### src/rtl/multi_reader_sample_ring_assert.svh
// Assertion macros used by the sample ring back end (rsr_back).
// Each macro expects the signals clk and rst to be visible where it is used.
`ifndef MULTI_READER_SAMPLE_RING_ASSERT_SVH
`define MULTI_READER_SAMPLE_RING_ASSERT_SVH

// The consequent must hold in the same cycle as the antecedent.
`define MRSR_ASSERT_IMP(name, ante, cons, msg) \
  name: assert property (@(posedge clk) disable iff (rst) (ante) |-> (cons)) \
    else $error(msg);

// The consequent must hold in the cycle after the antecedent.
`define MRSR_ASSERT_NEXT(name, ante, cons, msg) \
  name: assert property (@(posedge clk) disable iff (rst) (ante) |=> (cons)) \
    else $error(msg);

// The condition must never be true.
`define MRSR_ASSERT_NEVER(name, cond, msg) \
  name: assert property (@(posedge clk) disable iff (rst) !(cond)) \
    else $error(msg);

`endif

### src/rtl/rsr_fifo.sv
// Small register-based queue used for requests and for results.
// Standalone; holds WIDTH-bit words, DEPTH entries deep.
module rsr_fifo #(
  parameter int WIDTH = 8,
  parameter int DEPTH = 4
) (
  input  logic                           clk,
  input  logic                           rst,
  input  logic                           push,
  input  logic [WIDTH-1:0]               wr_data,
  input  logic                           pop,
  output logic [WIDTH-1:0]               rd_data,
  output logic                           full,
  output logic                           empty,
  output logic [$clog2(DEPTH+1)-1:0]     count
);

  localparam int PW = (DEPTH > 1) ? $clog2(DEPTH) : 1;
  localparam int CW = $clog2(DEPTH + 1);

  logic [WIDTH-1:0] entries [DEPTH];
  logic [PW-1:0]    wr_ptr;
  logic [PW-1:0]    rd_ptr;
  logic [CW-1:0]    fill;
  logic             do_push;
  logic             do_pop;

  assign full    = (fill == CW'(DEPTH));
  assign empty   = (fill == '0);
  assign count   = fill;
  assign rd_data = entries[rd_ptr];
  assign do_push = push && !full;
  assign do_pop  = pop && !empty;

  // Pointer and fill bookkeeping.
  always_ff @(posedge clk) begin
    if (rst) begin
      wr_ptr <= '0;
      rd_ptr <= '0;
      fill   <= '0;
    end else begin
      if (do_push) begin
        wr_ptr <= (wr_ptr == PW'(DEPTH - 1)) ? '0 : wr_ptr + PW'(1);
      end
      if (do_pop) begin
        rd_ptr <= (rd_ptr == PW'(DEPTH - 1)) ? '0 : rd_ptr + PW'(1);
      end
      if (do_push && !do_pop) begin
        fill <= fill + CW'(1);
      end else if (do_pop && !do_push) begin
        fill <= fill - CW'(1);
      end
    end
  end

  // Entry storage carries no reset.
  always_ff @(posedge clk) begin
    if (do_push) begin
      entries[wr_ptr] <= wr_data;
    end
  end

endmodule

### config.mk
export PLATFORM = sky130hd
export DESIGN_NAME = rsr_fifo
export DESIGN_NICKNAME = d
export VERILOG_FILES = /design/src/rtl/multi_reader_sample_ring_assert.svh /design/src/rtl/rsr_fifo.sv
export SDC_FILE = /design/constraint.sdc
export NUM_CORES = 1
export LEC_CHECK = 0
export BUFFER_PORTS_ARGS = -buffer_cell sky130_fd_sc_hd__buf_4
export CAP_MARGIN = 10
export CELL_PAD_IN_SITES_DETAIL_PLACEMENT = 0
export CELL_PAD_IN_SITES_GLOBAL_PLACEMENT = 1
export CORE_ASPECT_RATIO = 1.2
export CORE_MARGIN = 2
export CORE_UTILIZATION = 30
export CTS_CLUSTER_DIAMETER = 200
export DETAILED_ROUTE_END_ITERATION = 6
export PLACE_DENSITY = 0.66
export SYNTH_ARGS = -nofsm -noshare
export SYNTH_HDL_FRONTEND = slang
export SYNTH_SLANG_ARGS = --single-unit
### constraint.sdc
create_clock -name clk -period 4.5 [get_ports clk]
set_clock_uncertainty 0.2 [all_clocks]
set_input_delay 0.9 -clock clk [delete_from_list [all_inputs] [get_ports clk]]
set_output_delay 0.9 -clock clk [all_outputs]
set_load 0.1 [all_outputs]
==> impl_metrics.env <==
export IMPL_vdd_ir_drop_max_v=0.000598
export IMPL_grt_usage_pct=9.92
export IMPL_syn_area_per_cell_sq_um=17.9
export IMPL_ant_nets=0
export IMPL_port_buffers=24
export IMPL_max_freq_ghz=0.344
export IMPL_insertion_delay_ps=280
export IMPL_core_area_sq_um=5300
export IMPL_h_tree_depth=2
export IMPL_cp_required_ps=3400
export IMPL_tightest_slew_ps=572
export IMPL_numCtsBuffers=5
export IMPL_drive_above_1_share_pct=40.0
export IMPL_routabilityCongestion=0.682
export IMPL_path_max_fanout=8
export IMPL_worstPathArrival_ps=1810
export IMPL_grt_pass1_wl_mm=4.49
export IMPL_die_area_sq_um=6100
export IMPL_die_y_um=85.1
export IMPL_post_cts_buffers=0
export IMPL_yosys_register_bits=41
export IMPL_drc=0
export IMPL_reg2reg_depth=9
export IMPL_post_dp_hpwl_mm=1.99
export IMPL_cts_sinks=41
export IMPL_maxSlewViolCount=0
export IMPL_end_kind="primary output"
export IMPL_start_kind="flip-flop"
export IMPL_die_x_um=71.6
export IMPL_slew_headroom_pct=61.8
export IMPL_status="finished, final reports clean"
export IMPL_vias=860
export IMPL_clk_pin_slew_ps=70
export IMPL_postLayoutCellArea_sq_um=1960
export IMPL_antenna_found_initial=0
export IMPL_placed_area_sq_um=1880
export IMPL_synth_yosys_seq_area_share_pct=69.4
export IMPL_cts_max_path_buffers=2
export IMPL_drt_vias_per_instance=4.73
export IMPL_area_growth_syn_to_layout_pct=19.2
export IMPL_syn_area_sq_um=1650
export IMPL_hold_viol=0
export IMPL_p_per_area_nw_per_um2=682
export IMPL_syn_inst=92
export IMPL_grt_overflow=0
export IMPL_fin_crit_ps=2910
export IMPL_grt_pass1_vias=908
export IMPL_antenna_cells=0
export IMPL_postSynthNetCount=111
export IMPL_period_share_pct=64.7
export IMPL_dr_pass1_iters=3
export IMPL_ctsHoldBuffers=0
export IMPL_worstSetupPathType="reg2out"
export IMPL_routed_wl_mm=2.81
export IMPL_drt_first_iter_violations=56
export IMPL_rsz0062_at_grt="no"
export IMPL_cts_resized=0
export IMPL_pin_count=25
export IMPL_whs_path_depth=2
export IMPL_ys_warn_count=0
export IMPL_tns_ps=0
export IMPL_cts_tree="done"
export IMPL_start_util_pct=31.1
export IMPL_drv_cap=0
export IMPL_wire_per_inst_um=15.4
export IMPL_grt_max_degree=13
export IMPL_synth_distinct_cells=26
export IMPL_core_rowCount=29
export IMPL_hold_path_class="reg2reg"
export IMPL_setup_viol=0
export IMPL_leakagePower_nw=0.724
export IMPL_cts_root_buf="clkbuf_8"
export IMPL_nets=138
area by class of cell:
cell class                      instances  area, sq um
Clock buffer                            6         72.6
Clock inverter                          2         10.0
Fill cell                             503         3340
Inverter                                5         23.8
Multi-Input combinational cell         42          457
Sequential cell                        41         1140
Tap cell                               62         77.6
Timing Repair Buffer                   24          180
cell usage in the layout (no fill, tap or decap):
| cell | count |
|---|---|
| nor2_1 | 3 |
| clkbuf_1 | 1 |
| fa_1 | 1 |
| or3_1 | 1 |
| or3_2 | 1 |
| and3_2 | 4 |
| mux4_2 | 8 |
| clkinv_2 | 2 |
| inv_1 | 4 |
| nand2_1 | 1 |
| mux2i_1 | 2 |
| xor2_1 | 2 |
| nand3_1 | 2 |
| ha_1 | 6 |
| o31ai_2 | 2 |
| or3b_1 | 1 |
| edfxtp_1 | 32 |
| clkbuf_8 | 5 |
| o21ai_1 | 1 |
| nor2_2 | 1 |
| buf_4 | 24 |
| o21ai_0 | 1 |
| clkinv_4 | 1 |
| dfxtp_1 | 9 |
| a21oi_1 | 3 |
| nor3_1 | 2 |
flip-flops by register name, summed over array words and instances, names as in the netlist, named ones only:
name,flops
entries,32
rd_ptr,2
count,3
wr_ptr,2
worst max-delay path, stage by stage, from the launching register on:
cell     delay [ps]
dfxtp_1         690
mux4_2          590
buf_4           250
synthesized netlist by cell type (all sizes together):
master | count | area share [%]
or3 | 2 | 0.84
mux4 | 8 | 11
inv | 4 | 0.91
nand3 | 2 | 0.61
clkinv | 1 | 0.53
ha | 6 | 4.6
o21ai | 2 | 0.61
mux2i | 2 | 1.2
nand2 | 1 | 0.23
a21oi | 3 | 0.91
xor2 | 2 | 1.1
edfxtp | 32 | 58
clkbuf | 1 | 0.23
and3 | 4 | 1.8
dfxtp | 9 | 11
buf | 3 | 1.2
o31ai | 2 | 1.5
nor2 | 4 | 1.1
nor3 | 2 | 0.61
or3b | 1 | 0.53
fa | 1 | 1.2
metal layers:
| layer | wire [um] | vias to the layer above | track usage, % |
|---|---|---|---|
| met3 | 157 | 6 | 4.39 |
| met2 | 1460 | 24 | 17.3 |
| met4 | 36 | 0 | 3.09 |
| li1 | - | 406 | - |
| met5 | 0 | - | 0 |
| met1 | 1150 | 424 | 10.7 |
through the flow:
| step | power (mW) | util (%) | std cells | hold slack, ps | worst slack (ps) |
|---|---|---|---|---|---|
| final | 1.34 | 37.0 | 182 | 318 | 1590 |
| after floorplan | 1.01 | - | 92 | 263 | 469 |
| after global routing | 1.40 | 37.0 | 182 | 350 | 1460 |
| after CTS | 1.36 | 37.0 | 182 | 313 | 1530 |
| after detailed placement | 1.13 | 35.5 | 174 | 306 | 1640 |
| after global placement | 1.12 | 35.5 | 174 | 272 | 1720 |
power breakdown:
group	switching [mW]	total, mW	internal [mW]
clock	0.117	0.224	0.107
sequential	0.0496	0.511	0.462
combinational	0.444	0.602	0.158
total	0.611	1.34	0.727
path summary, 6_finish.rpt:
path                           from                     to  slack [ps]
max reg2reg   count[0]$_SDFFE_PP0P_  count[2]$_SDFFE_PP0P_        1880
min          rd_ptr[0]$_SDFFE_PP0P_              flip-flop         320
min reg2reg  rd_ptr[0]$_SDFFE_PP0P_              flip-flop         320
max                       flip-flop             rd_data[6]        1590
logic make-up (layout without fill, tap and decap cells):
| family | count (synthesis) | in the layout | share of synthesized area (%) |
|---|---|---|---|
| AND/OR/NAND/NOR | 16 | 16 | 5.70 |
| AO/OA/AOI/OAI | 7 | 7 | 3.04 |
| multiplexers | 10 | 10 | 12.2 |
| adder cells (fa/ha/maj) | 7 | 7 | 5.78 |
| buffers and inverters | 9 | 37 | 2.89 |
| XOR/XNOR | 2 | 2 | 1.06 |
| flip-flops | 41 | 41 | 69.4 |
Power figures use the tool's default switching activity.
