==> config.mk <==
export PLATFORM = sky130hd
export DESIGN_NAME = rsr_front
export DESIGN_NICKNAME = d
export VERILOG_FILES = /design/src/rtl/multi_reader_sample_ring_assert.svh /design/src/rtl/rsr_pkg.sv /design/src/rtl/rsr_front.sv
export SDC_FILE = /design/constraint.sdc
export NUM_CORES = 1
export LEC_CHECK = 0
export BUFFER_PORTS_ARGS = -buffer_cell sky130_fd_sc_hd__buf_2
export CAP_MARGIN = 5
export CORE_AREA = 2 2 39 41
export DETAILED_ROUTE_END_ITERATION = 7
export DIE_AREA = 0 0 41 43
export GPL_ROUTABILITY_DRIVEN = 1
export GPL_TIMING_DRIVEN = 0
export PLACE_DENSITY_LB_ADDON = 0.12
export SETUP_SLACK_MARGIN = 0.4
export SLEW_MARGIN = 0
export SYNTH_ARGS = -nofsm -noshare
export SYNTH_HDL_FRONTEND = slang
export SYNTH_SLANG_ARGS = --single-unit
==> constraint.sdc <==
create_clock -name vclk -period 1.7
set_input_delay 0.34 -clock vclk [all_inputs]
set_output_delay 0.34 -clock vclk [all_outputs]
set_load 0.01 [all_outputs]
==> src/rtl/multi_reader_sample_ring_assert.svh <==
// Assertion macros used by the sample ring back end (rsr_back).
// Each macro expects the signals clk and rst to be visible where it is used.
`ifndef MULTI_READER_SAMPLE_RING_ASSERT_SVH
`define MULTI_READER_SAMPLE_RING_ASSERT_SVH

// The consequent must hold in the same cycle as the antecedent.
`define MRSR_ASSERT_IMP(name, ante, cons, msg) \
  name: assert property (@(posedge clk) disable iff (rst) (ante) |-> (cons)) \
    else $error(msg);

// The consequent must hold in the cycle after the antecedent.
`define MRSR_ASSERT_NEXT(name, ante, cons, msg) \
  name: assert property (@(posedge clk) disable iff (rst) (ante) |=> (cons)) \
    else $error(msg);

// The condition must never be true.
`define MRSR_ASSERT_NEVER(name, cond, msg) \
  name: assert property (@(posedge clk) disable iff (rst) !(cond)) \
    else $error(msg);

`endif

==> src/rtl/rsr_pkg.sv <==
// Shared types, codes and constants of the multi-reader sample ring.
// Used by every module of the block except rsr_fifo; depends on nothing else.
package rsr_pkg;

  // Default values of the top-level parameters.
  localparam int RING_DEPTH_DEF   = 16384;
  localparam int READER_SLOTS_DEF = 4;
  localparam int MAX_READ_DEF     = 64;

  // Fixed field widths of the request and result items.
  localparam int FUNC_W      = 2;
  localparam int SAMPLE_W    = 16;
  localparam int HANDLE_W    = 4;
  localparam int COUNT_W     = 7;
  localparam int STATUS_W    = 3;
  localparam int RING_SIZE_W = 15;
  localparam int TOTAL_W     = 64;
  localparam int SLOT_W      = 3;

  // Depths of the request and result queues.
  localparam int CMD_DEPTH = 4;
  localparam int RES_DEPTH = 4;

  // Request function codes.
  localparam logic [FUNC_W-1:0] FUNC_WRITE      = 2'd0;
  localparam logic [FUNC_W-1:0] FUNC_REGISTER   = 2'd1;
  localparam logic [FUNC_W-1:0] FUNC_UNREGISTER = 2'd2;
  localparam logic [FUNC_W-1:0] FUNC_READ       = 2'd3;

  // Result status codes.
  localparam logic [STATUS_W-1:0] STATUS_OK         = 3'd0;
  localparam logic [STATUS_W-1:0] STATUS_NO_SLOT    = 3'd1;
  localparam logic [STATUS_W-1:0] STATUS_INVALID    = 3'd2;
  localparam logic [STATUS_W-1:0] STATUS_NOT_ACTIVE = 3'd3;
  localparam logic [STATUS_W-1:0] STATUS_EMPTY      = 3'd4;

  // Classified command kinds passed from the front end to the back end.
  typedef enum logic [2:0] {
    CMD_WRITE,
    CMD_REGISTER,
    CMD_UNREGISTER,
    CMD_READ,
    CMD_BAD
  } cmd_kind_t;

  typedef struct packed {
    cmd_kind_t                   kind;
    logic signed [SAMPLE_W-1:0]  sample;
    logic [SLOT_W-1:0]           slot;
    logic [COUNT_W-1:0]          count;
  } cmd_t;

  typedef struct packed {
    logic [STATUS_W-1:0]         status;
    logic signed [SAMPLE_W-1:0]  sample;
    logic [HANDLE_W-1:0]         handle;
    logic                        last;
    logic                        overrun;
  } result_t;

endpackage

==> src/rtl/rsr_front.sv <==
// Front end of the sample ring: checks and classifies each incoming request.
// Depends on rsr_pkg for field widths, function codes and the command type.
module rsr_front #(
  parameter int READER_SLOTS = rsr_pkg::READER_SLOTS_DEF,
  parameter int MAX_READ     = rsr_pkg::MAX_READ_DEF
) (
  input  logic [rsr_pkg::FUNC_W-1:0]          func,
  input  logic signed [rsr_pkg::SAMPLE_W-1:0] sample_in,
  input  logic [rsr_pkg::HANDLE_W-1:0]        reader_handle,
  input  logic [rsr_pkg::COUNT_W-1:0]         read_count,
  output rsr_pkg::cmd_t                       cmd
);

  logic handle_bad;
  logic count_big;

  // A handle is usable only if it names an existing slot.
  assign handle_bad = (reader_handle == '0) ||
                      (reader_handle > rsr_pkg::HANDLE_W'(READER_SLOTS));
  assign count_big  = (read_count > rsr_pkg::COUNT_W'(MAX_READ));

  // Classification into one command for the back end.
  always_comb begin
    cmd.sample = sample_in;
    cmd.slot   = rsr_pkg::SLOT_W'(reader_handle - rsr_pkg::HANDLE_W'(1));
    cmd.count  = count_big ? rsr_pkg::COUNT_W'(MAX_READ) : read_count;
    unique case (func)
      rsr_pkg::FUNC_WRITE:      cmd.kind = rsr_pkg::CMD_WRITE;
      rsr_pkg::FUNC_REGISTER:   cmd.kind = rsr_pkg::CMD_REGISTER;
      rsr_pkg::FUNC_UNREGISTER: cmd.kind = handle_bad ? rsr_pkg::CMD_BAD
                                                       : rsr_pkg::CMD_UNREGISTER;
      rsr_pkg::FUNC_READ: begin
        if (handle_bad || read_count == '0) begin
          cmd.kind = rsr_pkg::CMD_BAD;
        end else begin
          cmd.kind = rsr_pkg::CMD_READ;
        end
      end
      default:                  cmd.kind = rsr_pkg::CMD_BAD;
    endcase
  end

endmodule

==> impl_results.md <==
* Setup tns final at 0 ps
* Crit start category: input pin
* Worst rel slew slack at 0.8273
* Fin. Hold Viols at 0
* Final #Nets at 114
* Share of post-route cells with drive strength above 1 at 0.8765
* Setup crit end kind: output port
* Synth cell types at 16
* Max frequency at 0.6479 GHz
* Die height at 43 microns
* Number of global-route vias before repair at 278
* Initial Util at 0.2071
* Syn Inst Count at 39
* RSZ-0062 raised after global routing: true
* Peak VDD IR at 0.00009732 V
* Total Wirelength at 754 microns
* Hold buffer count at CTS at 0
* Largest area contributor in the netlist: buf_4
* Dpl hpwl at 722.9 microns
* Via count at 371
* Ys Warns at 0
* Fill cells at 144
* Final Cycle Share at 0.9080
* Ports at 58
* Grt ovf at 0
* ANT cells at 0
* Status: complete, no violations
* Clock buffers at 0
* Final min period at 1544 ps
* CP Data Required Time at 1360 ps
* Arrival @ worst endpoint at 1200 ps
* Die boundary width at 41 microns
* Kind of critical path: in2out
* Yosys top cell area share at 0.4192
* CP endpoint: cmd[27]
* Worst Setup SP: reader_handle[1]
* Mapped cell area at 286.5 sq um
* Post-CTS setup buffer count at 0
* DRC viols at 0
* Worst min-delay path class: in2out
* Hold Slack at 863.2 ps
* Register Area at 0 sq um
* Global router's overall resource usage at 0.07100
* Number of port buffers at 42
* Core area at 1384 sq um
* WL/cell at 7.773 microns
* Fin. max-slew vios at 0
* Largest net degree at the start of global routing at 9
* Top cells by count, synth: buf_4 (16), inv_1 (4), and2b_1 (3)
* Cells after DPL at 97
* Layout area overhead at 110.5%
* Die footprint at 1763 sq um
* Most frequent cell after synthesis: buf_4
* Final setup vio count at 0
* Finished Layout Cells at 97
* DR vias/cell at 3.825
* Initial antenna violation count at 0
* Row cnt at 14
* PD cells at 249.7 nW/um^2
* Worst-Margin Slew at 257.2 ps
* Max-cap violations at 0
* RD Place Congestion at 0.7039
* Syn nets at 70
* Crit Path Max Fanout at 2
* Mean Syn Cell Area at 7.347 sq um
* Synth top area cells: buf_4 (42%), ha_1 (8.7%), and2b_1 (7.9%), nor4_4 (7.4%), xor2_1 (6.1%)
* Lkg Pwr at 0.3464 nW
* Global-route wire length before repair at 972 microns
* Drt first pass iters at 3
* Sequential-to-total area share from yosys stat at 0
* Seq cells at 0
* DRT iter0 DRCs at 4
* Antenna Nets Post-Route at 0
[logic make-up (layout without fill, tap and decap cells)]
family | after synthesis | in the layout | share of synthesized area
simple gates | 11 | 11 | 0.2969
buf+inv | 21 | 63 | 0.4847
xor+xnor | 2 | 2 | 0.06115
fa+ha+maj | 2 | 2 | 0.08732
compound gates | 3 | 3 | 0.06987
[power by group]
part / total, W / switching [W] / internal [W]
registers: 0 / 0 / 0
logic: 0.000151 / 0.0000656 / 0.0000850
clock network: 0 / 0 / 0
[placed cells by master, fill, tap and decap left out]
cell and n:
a21oi_2 1, buf_2 38, buf_4 16, inv_2 1
inv_4 1, nor2b_1 2, nand3_2 1, and3_4 1
and2b_1 3, ha_4 2, and2b_2 1, nor3_2 1
o21a_1 1, a211oi_2 1, inv_1 2, buf_6 4
nor4_4 1, xor2_2 1, clkbuf_1 1, nor2_2 1
xor2_1 1
[critical path, cell delays in order]
cell	delay, ps
buf_2	80
inv_2	50
ha_4	150
xor2_2	150
nor2_2	140
and3_4	190
buf_6	90
[how the worst min path moves through the flow]
stage | from | to | slack, ps | cells past startpoint
finish | sample_in[11] | cmd[21] | 860 | 2
CTS | sample_in[11] | cmd[21] | 860 | 2
global placement | sample_in[11] | cmd[21] | 860 | 2
global route | sample_in[14] | cmd[24] | 870 | 2
detailed placement | sample_in[11] | cmd[21] | 860 | 2
floorplan | read_count[6] | cmd[3] | 730 | 1
[routing by layer]
layer | track usage | vias up | part of all wire
met1 | 0.06349 | 151 | 0.28
met4 | 0 | 0 | 0
met3 | 0.005236 | 0 | 0.23
li1 | - | 189 | -
met2 | 0.1563 | 31 | 0.49
met5 | 0 | - | 0
[repair_timing]
| action | 4_1_cts | 5_1_grt |
|---|---|---|
| setup endpoints to repair | 5 | 4 |
| gates resized for setup | 14 | 4 |
| gates cloned | 0 | 0 |
| pin swaps | 10 | 4 |
[cell type report]
cell class,count,area (sq um),area share
Timing Repair Buffer,42,235.2,0.3900
Multi-Input combinational cell,18,206.4,0.3423
Buffer,17,123.9,0.2054
Tap cell,16,20.02,0.03320
Inverter,4,17.52,0.02905
[stage by stage]
step	setup WS, ps	utilization	cell area (sq um)	total power, W
floorplan	262.4	-	292.8	0.00007519
global placement	86.25	0.3779	523.0	0.0001337
detailed placement	82.65	0.3779	523.0	0.0001340
CTS	132.0	0.4168	576.8	0.0001479
global route	121.8	0.4358	603.1	0.0001652
finish	156.5	0.4358	603.1	0.0001506
No activity file was read; power rests on OpenSTA's default activity.
